**src/rtl/ctte_pkg.sv**
```systemverilog
// shared types, constants and small tables for the ctime text to epoch block
// no dependencies; imported by every module of the block
`timescale 1ns / 1ps
`default_nettype none

package ctte_pkg;

  localparam int FIELD_COUNT = 6;
  localparam int MONTH_AT    = 4;
  localparam int ZONE_LENGTH = 30;
  localparam int MAX_DIGITS  = 5;
  localparam int MAG_W       = 17;
  localparam int SVAL_W      = 18;
  localparam int EPOCH_W     = 43;
  localparam int OFFSET_W    = 12;

  // field slots
  localparam int F_DAY  = 0;
  localparam int F_HOUR = 1;
  localparam int F_MIN  = 2;
  localparam int F_SEC  = 3;
  localparam int F_YEAR = 4;
  localparam int F_ZONE = 5;

  // character codes
  localparam logic [7:0] CH_NUL   = 8'h00;
  localparam logic [7:0] CH_TAB   = 8'h09;
  localparam logic [7:0] CH_CR    = 8'h0D;
  localparam logic [7:0] CH_SPACE = 8'h20;
  localparam logic [7:0] CH_PLUS  = 8'h2B;
  localparam logic [7:0] CH_MINUS = 8'h2D;
  localparam logic [7:0] CH_ZERO  = 8'h30;
  localparam logic [7:0] CH_NINE  = 8'h39;

  // divide by 25 as multiply by reciprocal, one correction step
  localparam int DIV25_MUL   = 5243;
  localparam int DIV25_SHIFT = 17;
  localparam int DIV_BIAS_Q  = 2000;
  localparam int DIV_BIAS_X  = 50000;
  // days from 0000-03-01 to 1970-01-01, plus one for the day-of-month base
  localparam int EPOCH_DAY0  = 719469;

  typedef enum logic [1:0] {
    PH_SPACE,
    PH_DIGITS,
    PH_DONE
  } phase_t;

  typedef struct packed {
    phase_t           phase;
    logic             neg;
    logic             over;
    logic [2:0]       dig;
    logic [MAG_W-1:0] mag;
  } lane_t;

  typedef struct packed {
    logic             neg;
    logic [MAG_W-1:0] mag;
  } field_t;

  typedef struct packed {
    logic                        ok;
    logic                        zone;
    logic [3:0]                  month;
    field_t [FIELD_COUNT-1:0]    fields;
  } rec_t;

  typedef struct packed {
    logic [7:0] text_char;
    logic       last_char;
  } in_item_t;

  typedef struct packed {
    logic signed [EPOCH_W-1:0] epoch_seconds;
    logic                      time_valid;
    logic                      zone_suffix_used;
  } out_item_t;

  typedef enum logic [3:0] {
    B_IDLE,
    B_Y100_MUL,
    B_Y100_FIX,
    B_ZONE_MUL,
    B_ZONE_FIX,
    B_DAYS_A,
    B_DAYS_B,
    B_DAYS_C,
    B_SEC_MUL,
    B_SEC_HOUR,
    B_SEC_MIN,
    B_SEC_OFF,
    B_SEC_ZONE,
    B_DONE
  } back_state_t;

  function automatic logic [4:0] field_start(input int unsigned idx);
    logic [4:0] s;
    case (idx)
      0:       s = 5'd8;
      1:       s = 5'd11;
      2:       s = 5'd14;
      3:       s = 5'd17;
      4:       s = 5'd20;
      5:       s = 5'd25;
      default: s = 5'd0;
    endcase
    return s;
  endfunction

  function automatic logic [23:0] month_word(input logic [3:0] idx);
    logic [23:0] w;
    case (idx)
      4'd0:    w = "Jan";
      4'd1:    w = "Feb";
      4'd2:    w = "Mar";
      4'd3:    w = "Apr";
      4'd4:    w = "May";
      4'd5:    w = "Jun";
      4'd6:    w = "Jul";
      4'd7:    w = "Aug";
      4'd8:    w = "Sep";
      4'd9:    w = "Oct";
      4'd10:   w = "Nov";
      4'd11:   w = "Dec";
      default: w = 24'h0;
    endcase
    return w;
  endfunction

  // days from 1 march to the first of the month, march-based year
  function automatic logic [8:0] month_doy(input logic [3:0] m);
    logic [8:0] d;
    case (m)
      4'd0:    d = 9'd306;
      4'd1:    d = 9'd337;
      4'd2:    d = 9'd0;
      4'd3:    d = 9'd31;
      4'd4:    d = 9'd61;
      4'd5:    d = 9'd92;
      4'd6:    d = 9'd122;
      4'd7:    d = 9'd153;
      4'd8:    d = 9'd184;
      4'd9:    d = 9'd214;
      4'd10:   d = 9'd245;
      4'd11:   d = 9'd275;
      default: d = 9'd0;
    endcase
    return d;
  endfunction

  function automatic logic signed [SVAL_W-1:0] field_sv(input field_t f);
    logic signed [SVAL_W-1:0] v;
    v = $signed({1'b0, f.mag});
    return f.neg ? -v : v;
  endfunction

endpackage

`default_nettype wire

```
**src/rtl/ctime_text_to_epoch_top.sv**
```systemverilog
// ctime text to epoch seconds: one character per cycle in, one result per string out
// steps: the back sequencer takes the record when idle, runs 12 arithmetic steps, then
// loads the result register once it is free or being popped
// flow: one character per cycle unless the queue is full; the back takes one record
// at a time; a two-record queue lets short strings arrive back to back for a while
// reset: synchronous; clears parse state, queue, result valid flag and the local offset
`timescale 1ns / 1ps
`default_nettype none

module ctime_text_to_epoch_top import ctte_pkg::*; #(
  parameter int TEXT_BUFFER_LENGTH = 32
) (
  input  wire logic                       clk,
  input  wire logic                       rst,
  input  wire logic                       push,
  output logic                            full,
  input  wire in_item_t                   in_item,
  output logic                            empty,
  input  wire logic                       pop,
  output out_item_t                       out_item,
  input  wire logic                       cfg_valid,
  output logic                            cfg_ready,
  input  wire logic signed [OFFSET_W-1:0] cfg_data
);

  logic rec_push, q_full, q_valid, q_pop;
  rec_t rec, q_head;

  ctte_front #(
    .TEXT_BUFFER_LENGTH(TEXT_BUFFER_LENGTH)
  ) u_front (
    .clk      (clk),
    .rst      (rst),
    .push     (push),
    .in_item  (in_item),
    .q_full   (q_full),
    .full     (full),
    .rec_push (rec_push),
    .rec      (rec)
  );

  ctte_queue u_queue (
    .clk      (clk),
    .rst      (rst),
    .push     (rec_push),
    .push_rec (rec),
    .full     (q_full),
    .pop      (q_pop),
    .valid    (q_valid),
    .head     (q_head)
  );

  ctte_back u_back (
    .clk       (clk),
    .rst       (rst),
    .q_valid   (q_valid),
    .q_head    (q_head),
    .q_pop     (q_pop),
    .cfg_valid (cfg_valid),
    .cfg_ready (cfg_ready),
    .cfg_data  (cfg_data),
    .pop       (pop),
    .empty     (empty),
    .out_item  (out_item)
  );

  // the front never hands a record to a full queue
  a_no_push_when_full: assert property (@(posedge clk) disable iff (rst)
    q_full |-> !rec_push)
    else $error("record request while queue full");

  // the back only takes a record that is there
  a_pop_needs_valid: assert property (@(posedge clk) disable iff (rst)
    q_pop |-> q_valid)
    else $error("queue pop while queue empty");

  // an invalid result always carries zero seconds
  a_invalid_zero: assert property (@(posedge clk) disable iff (rst)
    (!empty && !out_item.time_valid) |-> (out_item.epoch_seconds == '0))
    else $error("invalid result with non-zero epoch");

  // reset leaves no result waiting
  a_reset_empty: assert property (@(posedge clk)
    $past(rst) |-> empty)
    else $error("result present after reset");

endmodule

`default_nettype wire

```
**src/rtl/ctte_front.sv**
```systemverilog
// front: one character a cycle unless full; gathers month bytes and field values
// depends on ctte_pkg; hands one record per string to the queue
`timescale 1ns / 1ps
`default_nettype none

module ctte_front import ctte_pkg::*; #(
  parameter int TEXT_BUFFER_LENGTH = 32
) (
  input  wire logic     clk,
  input  wire logic     rst,
  input  wire logic     push,
  input  wire in_item_t in_item,
  input  wire logic     q_full,
  output logic          full,
  output logic          rec_push,
  output rec_t          rec
);

  localparam int PosW = $clog2(TEXT_BUFFER_LENGTH + 1);
  localparam logic [PosW-1:0] PosCap   = PosW'(TEXT_BUFFER_LENGTH);
  localparam logic [PosW-1:0] ParseEnd = PosW'(TEXT_BUFFER_LENGTH - 1);
  localparam logic [PosW-1:0] ZoneAt   = PosW'(ZONE_LENGTH);
  localparam logic [PosW-1:0] MonthAt  = PosW'(MONTH_AT);

  logic [PosW-1:0] pos, pos_next;
  logic [23:0]     month_text, month_text_next;
  logic            ended, ended_next;
  lane_t           lanes      [FIELD_COUNT];
  lane_t           lanes_next [FIELD_COUNT];

  logic       accept, live, parse;
  logic [7:0] c;
  logic       is_digit, is_space, is_sign;

  assign full     = q_full;
  assign accept   = push & ~q_full;
  assign c        = in_item.text_char;
  assign rec_push = accept & in_item.last_char;
  assign is_digit = (c >= CH_ZERO) && (c <= CH_NINE);
  assign is_space = (c == CH_SPACE) || ((c >= CH_TAB) && (c <= CH_CR));
  assign is_sign  = (c == CH_PLUS) || (c == CH_MINUS);

  always_comb begin
    logic take;
    logic hit;
    logic [3:0] midx;
    logic [4:0] over_all;
    take = 1'b0;
    hit  = 1'b0;
    midx = 4'd0;

    // a nul ends the text; later characters are not counted
    live       = accept & ~ended & (c != CH_NUL);
    parse      = live & (pos < ParseEnd);
    ended_next = ended | (accept & (c == CH_NUL));

    pos_next = pos;
    if (live && (pos != PosCap)) begin
      pos_next = pos + 1'b1;
    end

    month_text_next = month_text;
    if (parse) begin
      if (pos == MonthAt) begin
        month_text_next[23:16] = c;
      end else if (pos == MonthAt + 1'b1) begin
        month_text_next[15:8] = c;
      end else if (pos == MonthAt + 2'd2) begin
        month_text_next[7:0] = c;
      end
    end

    for (int i = 0; i < FIELD_COUNT; i++) begin
      lanes_next[i] = lanes[i];
      take = 1'b0;
      if (parse && (pos >= PosW'(field_start(i)))) begin
        case (lanes[i].phase)
          PH_SPACE: begin
            if (is_space) begin
              take = 1'b0;
            end else if (is_sign) begin
              lanes_next[i].neg   = lanes[i].neg | (c == CH_MINUS);
              lanes_next[i].phase = PH_DIGITS;
            end else if (!is_digit) begin
              lanes_next[i].phase = PH_DONE;
            end else begin
              lanes_next[i].phase = PH_DIGITS;
              take = 1'b1;
            end
          end
          PH_DIGITS: begin
            if (is_digit) begin
              take = 1'b1;
            end else begin
              lanes_next[i].phase = PH_DONE;
            end
          end
          default: begin
            take = 1'b0;
          end
        endcase
        if (take) begin
          if (lanes[i].dig >= 3'(MAX_DIGITS)) begin
            lanes_next[i].over = 1'b1;
          end else begin
            lanes_next[i].dig = lanes[i].dig + 1'b1;
            lanes_next[i].mag = MAG_W'(lanes[i].mag * MAG_W'(10)) + MAG_W'(c[3:0]);
          end
        end
      end
    end

    for (int m = 0; m < 12; m++) begin
      if (!hit && (month_text_next == month_word(4'(m)))) begin
        hit  = 1'b1;
        midx = 4'(m);
      end
    end

    for (int i = 0; i < 5; i++) begin
      over_all[i] = lanes_next[i].over;
    end

    rec.zone  = (pos_next >= ZoneAt);
    rec.month = midx;
    rec.ok    = hit & ~(|over_all) & ~(rec.zone & lanes_next[F_ZONE].over);
    for (int i = 0; i < FIELD_COUNT; i++) begin
      rec.fields[i].neg = lanes_next[i].neg;
      rec.fields[i].mag = lanes_next[i].mag;
    end
  end

  // the closing character returns everything to the reset state
  always_ff @(posedge clk) begin
    if (rst || rec_push) begin
      pos        <= '0;
      month_text <= '0;
      ended      <= 1'b0;
      for (int i = 0; i < FIELD_COUNT; i++) begin
        lanes[i] <= '0;
      end
    end else if (accept) begin
      pos        <= pos_next;
      month_text <= month_text_next;
      ended      <= ended_next;
      for (int i = 0; i < FIELD_COUNT; i++) begin
        lanes[i] <= lanes_next[i];
      end
    end
  end

endmodule

`default_nettype wire

```
**src/rtl/ctte_queue.sv**
```systemverilog
// two-entry record queue between the front and back parts
// depends on ctte_pkg for the record type
`timescale 1ns / 1ps
`default_nettype none

module ctte_queue import ctte_pkg::*; (
  input  wire logic clk,
  input  wire logic rst,
  input  wire logic push,
  input  wire rec_t push_rec,
  output logic      full,
  input  wire logic pop,
  output logic      valid,
  output rec_t      head
);

  localparam int Depth = 2;
  localparam int PtrW  = $clog2(Depth);

  rec_t            slots [Depth];
  logic [PtrW-1:0] wr_ptr, rd_ptr;
  logic [PtrW:0]   count;
  logic            do_push, do_pop;

  assign full    = (count == (PtrW + 1)'(Depth));
  assign valid   = (count != '0);
  assign head    = slots[rd_ptr];
  assign do_push = push & ~full;
  assign do_pop  = pop & valid;

  always_ff @(posedge clk) begin
    if (rst) begin
      wr_ptr <= '0;
      rd_ptr <= '0;
      count  <= '0;
    end else begin
      if (do_push) begin
        wr_ptr <= wr_ptr + 1'b1;
      end
      if (do_pop) begin
        rd_ptr <= rd_ptr + 1'b1;
      end
      count <= count + (PtrW + 1)'(do_push) - (PtrW + 1)'(do_pop);
    end
  end

  always_ff @(posedge clk) begin
    if (do_push) begin
      slots[wr_ptr] <= push_rec;
    end
  end

endmodule

`default_nettype wire

```
**src/rtl/ctte_back.sv**
```systemverilog
// back part: turns one parsed record into epoch seconds over a fixed step sequence
// depends on ctte_pkg; holds the local offset register and the result register
`timescale 1ns / 1ps
`default_nettype none

module ctte_back import ctte_pkg::*; (
  input  wire logic                       clk,
  input  wire logic                       rst,
  input  wire logic                       q_valid,
  input  wire rec_t                       q_head,
  output logic                            q_pop,
  input  wire logic                       cfg_valid,
  output logic                            cfg_ready,
  input  wire logic signed [OFFSET_W-1:0] cfg_data,
  input  wire logic                       pop,
  output logic                            empty,
  output out_item_t                       out_item
);

  back_state_t state, state_next;
  logic        out_valid, out_load;

  logic signed [OFFSET_W-1:0] local_offset;
  rec_t                       rec;
  logic signed [SVAL_W-1:0]   yadj, q4;
  logic [MAG_W-1:0]           divx;
  logic [12:0]                q0;
  logic signed [12:0]         c100, zq;
  logic signed [27:0]         days;
  logic signed [EPOCH_W-1:0]  acc;

  logic signed [SVAL_W-1:0] year_sv, yadj_in, q4_in;
  logic signed [18:0]       divx_wide;
  logic [29:0]              prod;
  logic [19:0]              rem;
  logic [12:0]              qfix;
  logic signed [SVAL_W-1:0] day_sv, hour_sv, min_sv, sec_sv, zone_sv, off_val;
  logic signed [30:0]       hour_secs;
  logic signed [23:0]       min_secs, zq_secs;
  logic signed [24:0]       off_secs;

  assign cfg_ready = 1'b1;
  assign empty     = ~out_valid;

  always_ff @(posedge clk) begin
    if (rst) begin
      local_offset <= '0;
    end else if (cfg_valid && cfg_ready) begin
      local_offset <= cfg_data;
    end
  end

  // year shifted so that january and february belong to the year before
  assign year_sv   = field_sv(q_head.fields[F_YEAR]);
  assign yadj_in   = year_sv - ((q_head.month < 4'd2) ? SVAL_W'(1) : SVAL_W'(0));
  assign q4_in     = yadj_in >>> 2;
  assign divx_wide = 19'(q4_in) + 19'sd50000;

  // shared divide by 25: reciprocal estimate, then one step down if too big
  assign prod = 30'(divx) * 30'(DIV25_MUL);
  assign rem  = 20'(divx) - 20'(q0) * 20'd25;
  assign qfix = rem[19] ? (q0 - 1'b1) : q0;

  assign day_sv  = field_sv(rec.fields[F_DAY]);
  assign hour_sv = field_sv(rec.fields[F_HOUR]);
  assign min_sv  = field_sv(rec.fields[F_MIN]);
  assign sec_sv  = field_sv(rec.fields[F_SEC]);
  assign zone_sv = field_sv(rec.fields[F_ZONE]);
  assign off_val = rec.zone ? zone_sv : SVAL_W'(local_offset);

  assign hour_secs = 31'(hour_sv) * 31'sd3600;
  assign min_secs  = 24'(min_sv) * 24'sd60;
  assign off_secs  = 25'(off_val) * 25'sd60;
  assign zq_secs   = 24'(zq) * 24'sd2400;

  always_ff @(posedge clk) begin
    if (rst) begin
      state <= B_IDLE;
    end else begin
      state <= state_next;
    end
  end

  always_comb begin
    state_next = state;
    q_pop      = 1'b0;
    out_load   = 1'b0;
    case (state)
      B_IDLE: begin
        if (q_valid) begin
          q_pop      = 1'b1;
          state_next = B_Y100_MUL;
        end
      end
      B_Y100_MUL: state_next = B_Y100_FIX;
      B_Y100_FIX: state_next = B_ZONE_MUL;
      B_ZONE_MUL: state_next = B_ZONE_FIX;
      B_ZONE_FIX: state_next = B_DAYS_A;
      B_DAYS_A:   state_next = B_DAYS_B;
      B_DAYS_B:   state_next = B_DAYS_C;
      B_DAYS_C:   state_next = B_SEC_MUL;
      B_SEC_MUL:  state_next = B_SEC_HOUR;
      B_SEC_HOUR: state_next = B_SEC_MIN;
      B_SEC_MIN:  state_next = B_SEC_OFF;
      B_SEC_OFF:  state_next = B_SEC_ZONE;
      B_SEC_ZONE: state_next = B_DONE;
      B_DONE: begin
        if (!out_valid || pop) begin
          out_load   = 1'b1;
          state_next = B_IDLE;
        end
      end
      default: state_next = B_IDLE;
    endcase
  end

  always_ff @(posedge clk) begin
    case (state)
      B_IDLE: begin
        if (q_valid) begin
          rec  <= q_head;
          yadj <= yadj_in;
          q4   <= q4_in;
          divx <= MAG_W'(divx_wide);
        end
      end
      B_Y100_MUL: q0 <= 13'(prod >> DIV25_SHIFT);
      B_Y100_FIX: begin
        c100 <= $signed(qfix) - 13'sd2000;
        divx <= rec.fields[F_ZONE].mag >> 2;
      end
      B_ZONE_MUL: q0 <= 13'(prod >> DIV25_SHIFT);
      B_ZONE_FIX: zq <= rec.fields[F_ZONE].neg ? -$signed(qfix) : $signed(qfix);
      B_DAYS_A:   days <= 28'(yadj) * 28'sd365 + 28'(q4);
      B_DAYS_B:   days <= days - 28'(c100) + 28'(c100 >>> 2);
      B_DAYS_C: begin
        days <= days + 28'(day_sv) + $signed({19'b0, month_doy(rec.month)})
              - 28'(EPOCH_DAY0);
      end
      B_SEC_MUL:  acc <= 43'(days) * 43'sd86400;
      B_SEC_HOUR: acc <= acc + 43'(hour_secs);
      B_SEC_MIN:  acc <= acc + 43'(min_secs) + 43'(sec_sv);
      // zone: minus 60*v plus 2400*trunc(v/100) subtracts the hhmm offset
      B_SEC_OFF:  acc <= acc - 43'(off_secs);
      B_SEC_ZONE: begin
        if (rec.zone) begin
          acc <= acc + 43'(zq_secs);
        end
      end
      default: begin
      end
    endcase
  end

  always_ff @(posedge clk) begin
    if (rst) begin
      out_valid <= 1'b0;
    end else if (out_load) begin
      out_valid <= 1'b1;
    end else if (pop && out_valid) begin
      out_valid <= 1'b0;
    end
  end

  always_ff @(posedge clk) begin
    if (out_load) begin
      out_item.epoch_seconds    <= rec.ok ? acc : '0;
      out_item.time_valid       <= rec.ok;
      out_item.zone_suffix_used <= rec.zone;
    end
  end

endmodule

`default_nettype wire

```
**config.mk**
```make
export PLATFORM = sky130hd
export DESIGN_NAME = ctime_text_to_epoch_top
export DESIGN_NICKNAME = d
export VERILOG_FILES = /design/src/rtl/ctte_pkg.sv /design/src/rtl/ctime_text_to_epoch_top.sv /design/src/rtl/ctte_front.sv /design/src/rtl/ctte_queue.sv /design/src/rtl/ctte_back.sv
export SDC_FILE = /design/constraint.sdc
export NUM_CORES = 2
export LEC_CHECK = 0
export BUFFER_PORTS_ARGS = -buffer_cell sky130_fd_sc_hd__buf_2
export CORE_MARGIN = 4
export CORE_UTILIZATION = 55
export CTS_BUF_LIST = sky130_fd_sc_hd__clkbuf_8
export DETAILED_ROUTE_END_ITERATION = 10
export HOLD_SLACK_MARGIN = 0.06
export PLACE_DENSITY = 0.71
export SYNTH_ARGS = -nofsm -noshare
export SYNTH_HDL_FRONTEND = slang
export SYNTH_SLANG_ARGS = --single-unit
export TNS_END_PERCENT = 30
```
**constraint.sdc**
```tcl
create_clock -name clk -period 15.85 [get_ports clk]
set_input_delay 3.17 -clock clk [delete_from_list [all_inputs] [get_ports clk]]
set_output_delay 3.17 -clock clk [all_outputs]
set_load 0.02 [all_outputs]
```
==> implementation parameters <==
Parameter                              Value

Clocking
  Deepest clock path buffer count    3
  Postcts setup bufs    0
  Clock Root Buffer    sky130_fd_sc_hd__clkbuf_8
  Hold_buf cts    0
  CTS H-tree depth    4
  Clock Pin Slew Worst Setup and Hold Paths    0.06 ns
  CTS tree    built
  Number of buffers inserted during clock tree synthesis    132
  Number of gates given a new drive strength after cts    0
  Latest clock arrival within the worst-skew pair    0.87 ns
  Sink Count    720

Route
  Met1 layer wirelength in the final routing    79.5 mm
  Met3 wire length    9.40 mm
  Count of nets left with antenna violations after detail routing    0
  Drt pass-1 iters    6
  Top routing layer in use    met5
  DR DRC count    0
  Initial detailed-routing violation count    3,541
  WL per Instance    18.4 microns
  Total length of routed wires    176 mm
  Average via count per standard cell    5.70
  Total length of routed met2 wires    81.5 mm
  Total number of vias    54,500

Timing
  Setup violation total in the final timing report    0
  Hold Violations, Final    0
  Worst slew pin tran    1.23 ns
  Number of pins exceeding their max-slew limit in the final report    0
  Worst max-slew margin expressed relative to the limit    17.5%
  RSZ-0062 raised after global routing    false
  Total negative slack for setup checks    0 ns
  Post-route minimum period    9.13 ns
  Final cycle utilization of the critical path    57.6%
  Final critical-path setup slack    6.72 ns
  Skew final    0.0429 ns
  Maximum clock frequency    110 MHz

Die
  Number of placed I/O pins    74
  Initial core utilization    55.4%
  Floorplan row count    134
  Placeable Area    133,000 sq um
  Die boundary height    375 microns
  Die Outline Area    140,000 sq um
  Horizontal die dimension    375 microns

Finish
  Area Overhead vs Synth    7.00%
  Final #Nets    9,201
  Final core utilization    59.3%
  Commonest cells after routing, fill and taps aside    1,218 x sky130_fd_sc_hd__inv_1, 1,049 x sky130_fd_sc_hd__ha_1, 658 x sky130_fd_sc_hd__edfxtp_1, 439 x sky130_fd_sc_hd__fa_1, 430 x sky130_fd_sc_hd__xnor2_1
  Most common cell after layout, fill and taps aside    sky130_fd_sc_hd__inv_1
  Count of non-filler cells in the finished layout    9,562
  Layout cells sized above 1    6.75%

Run
  Max-cap violations    0

Yosys
  Unique masters post-synth    99
  Fraction of synthesis flops using an asynchronous set or reset pin    0%
  Netlist Area Pre-Place    73,900 sq um
  Sequential fraction of the synthesis area    28.4%
  Number of flip-flops and latches in the synthesized netlist    720
  Warnings, synthesis    0
  Number of standard cells after synthesis    7,579
  Syn Nets    9,093
  Top_reg_cell synth    sky130_fd_sc_hd__edfxtp_1
  Average cell area after synthesis    9.75 sq um
  Count of flip-flops with a built-in enable after synthesis    658

Worst hold path
  Hold WC Path Type    reg2reg

Setup path
  Cell family with most CP delay    compound AO/OA/AOI/OAI gates
  Most used cell along the critical path    sky130_fd_sc_hd__ha_1
  CP max-delay cell    sky130_fd_sc_hd__a2111oi_0
  Kind of launch point of the worst setup path    register
  Worst R2R End    u_back.acc[40]$_DFFE_PP_
  Arrival @ worst endpoint    9.74 ns
  Crit path largest cell delay    0.62 ns
  Crit-path max FO    19
  Start-to-end type of the worst setup path    reg2reg
  Beginning of the critical path    u_back.rec[36]$_DFFE_PP_
  Path length in cells of the critical path    33
  Cell depth of the worst flop-to-flop path    33
  Register-to-Register Setup Slack    6.72 ns
  Nature of the critical path endpoint    register
  Critical path endpoint    u_back.acc[40]$_DFFE_PP_
  Critical path required time    16.46 ns
  Count of buffering cells on the critical path with inverters included    4
  Reg-to-reg startpoint    u_back.rec[36]$_DFFE_PP_

Outcome
  Run status    completed

Place
  PortBufs    72
  Final estimated routing congestion in global placement    0.922
  Post-detail-place hpwl    139 mm
  Post-placement cell count    9,321
  Setup Slack @ Placement    6.83 ns

Global routing
  Largest net degree at the start of global routing    78
  First-pass GRT wire length    285 mm
  GRT overflow    0
  Vias in the first global route    54,400
  Antenna violations before repair    5
  Global-route usage over all layers    25.0%
[registers in the layout (all words and copies together), names as in the netlist, 6 cells and up, named ones only]
signal,count
u_back.days,28
u_back.divx,17
u_back.c100,13
u_front.month_text,24
u_back.q4,16
u_queue.slots,228
u_front.pos,6
u_back.zq,13
u_back.local_offset,12
u_back.acc,43
u_back.out_item,45
u_front.lanes,144
u_back.q0,13
u_back.rec,96
[per-stage QoR]
| step | hold slack [ns] | cell area, sq um |
|---|---|---|
| floorplan | 0.424 | 73900 |
| global placement | 0.439 | 76300 |
| detailed placement | 0.447 | 76300 |
| CTS | 0.462 | 79100 |
| global route | 0.478 | 79100 |
| finish | 0.464 | 79100 |
[worst reg2reg max path: cells and delay by family (launching register included)]
family / cells / cell delay [ns]
flops: 1 / 0.42
mux: 1 / 0.15
buf+inv: 4 / 0.51
compound gates: 11 / 3.25
xor+xnor: 3 / 0.54
simple gates: 7 / 1.40
fa+ha+maj: 7 / 2.60
[worst min path at each step]
| stage | start | end | cells past startpoint |
|---|---|---|---|
| 3_3_place_gp | u_front.month_text[2]$_SDFFE_PN0P_ | u_front.month_text[2]$_SDFFE_PN0P_ | 2 |
| 4_1_cts | u_front.month_text[2]$_SDFFE_PN0P_ | u_front.month_text[2]$_SDFFE_PN0P_ | 2 |
| 3_5_place_dp | u_front.month_text[2]$_SDFFE_PN0P_ | u_front.month_text[2]$_SDFFE_PN0P_ | 2 |
| 5_1_grt | u_front.month_text[2]$_SDFFE_PN0P_ | u_front.month_text[2]$_SDFFE_PN0P_ | 2 |
| 6_report | u_front.month_text[2]$_SDFFE_PN0P_ | u_front.month_text[2]$_SDFFE_PN0P_ | 2 |
| 2_1_floorplan | u_front.month_text[2]$_SDFFE_PN0P_ | u_front.month_text[2]$_SDFFE_PN0P_ | 2 |
[per-layer routing]
layer  track usage [%]  vias up
met3              3.39      296
met5                 0        -
li1                  -    26500
met1              34.5    26300
met4              8.13        4
met2              41.0     1384
[kinds of logic (layout without fill, tap and decap cells)]
group	Yosys count	after routing	synth area share, %
AOI/OAI and AO/OA	1501	1501	13.1
xor gates and xnor gates	667	667	7.97
adders and majority gates	1488	1488	29.6
buffers and inverters	1335	1547	6.81
DFF	720	720	28.4
muxes	174	174	2.57
other	1	4	0.00507
and+or+nand+nor	1693	1693	11.5
[synth_stat cells, types with 141 or more instances]
cell                       number  share of area, %
sky130_fd_sc_hd__and2_1       174               1.5
sky130_fd_sc_hd__inv_1       1195               6.1
sky130_fd_sc_hd__a21oi_1      388               2.6
sky130_fd_sc_hd__nor3_1       141              0.95
sky130_fd_sc_hd__o21ai_0      363               2.5
sky130_fd_sc_hd__fa_1         439                12
sky130_fd_sc_hd__ha_1        1049                18
sky130_fd_sc_hd__nand2_1      414               2.1
sky130_fd_sc_hd__xor2_1       231               2.7
sky130_fd_sc_hd__edfxtp_1     658                27
sky130_fd_sc_hd__xnor2_1      432               5.1
sky130_fd_sc_hd__nor2_1       398               2.0
[cell type report]
cell class              instances  area [sq um]
fillers                     11500         54400
clock inverters                94           776
multi-input cells            5524         48000
clock buffers                 144          1980
diodes                          3          7.51
repair buffers                112           661
flip-flops and latches        720         21000
inverters                    1197          4500
well taps                    1768          2210
Power is not shown: default switching activity piles up to over one toggle a cycle in this logic, so the estimate is an artifact.
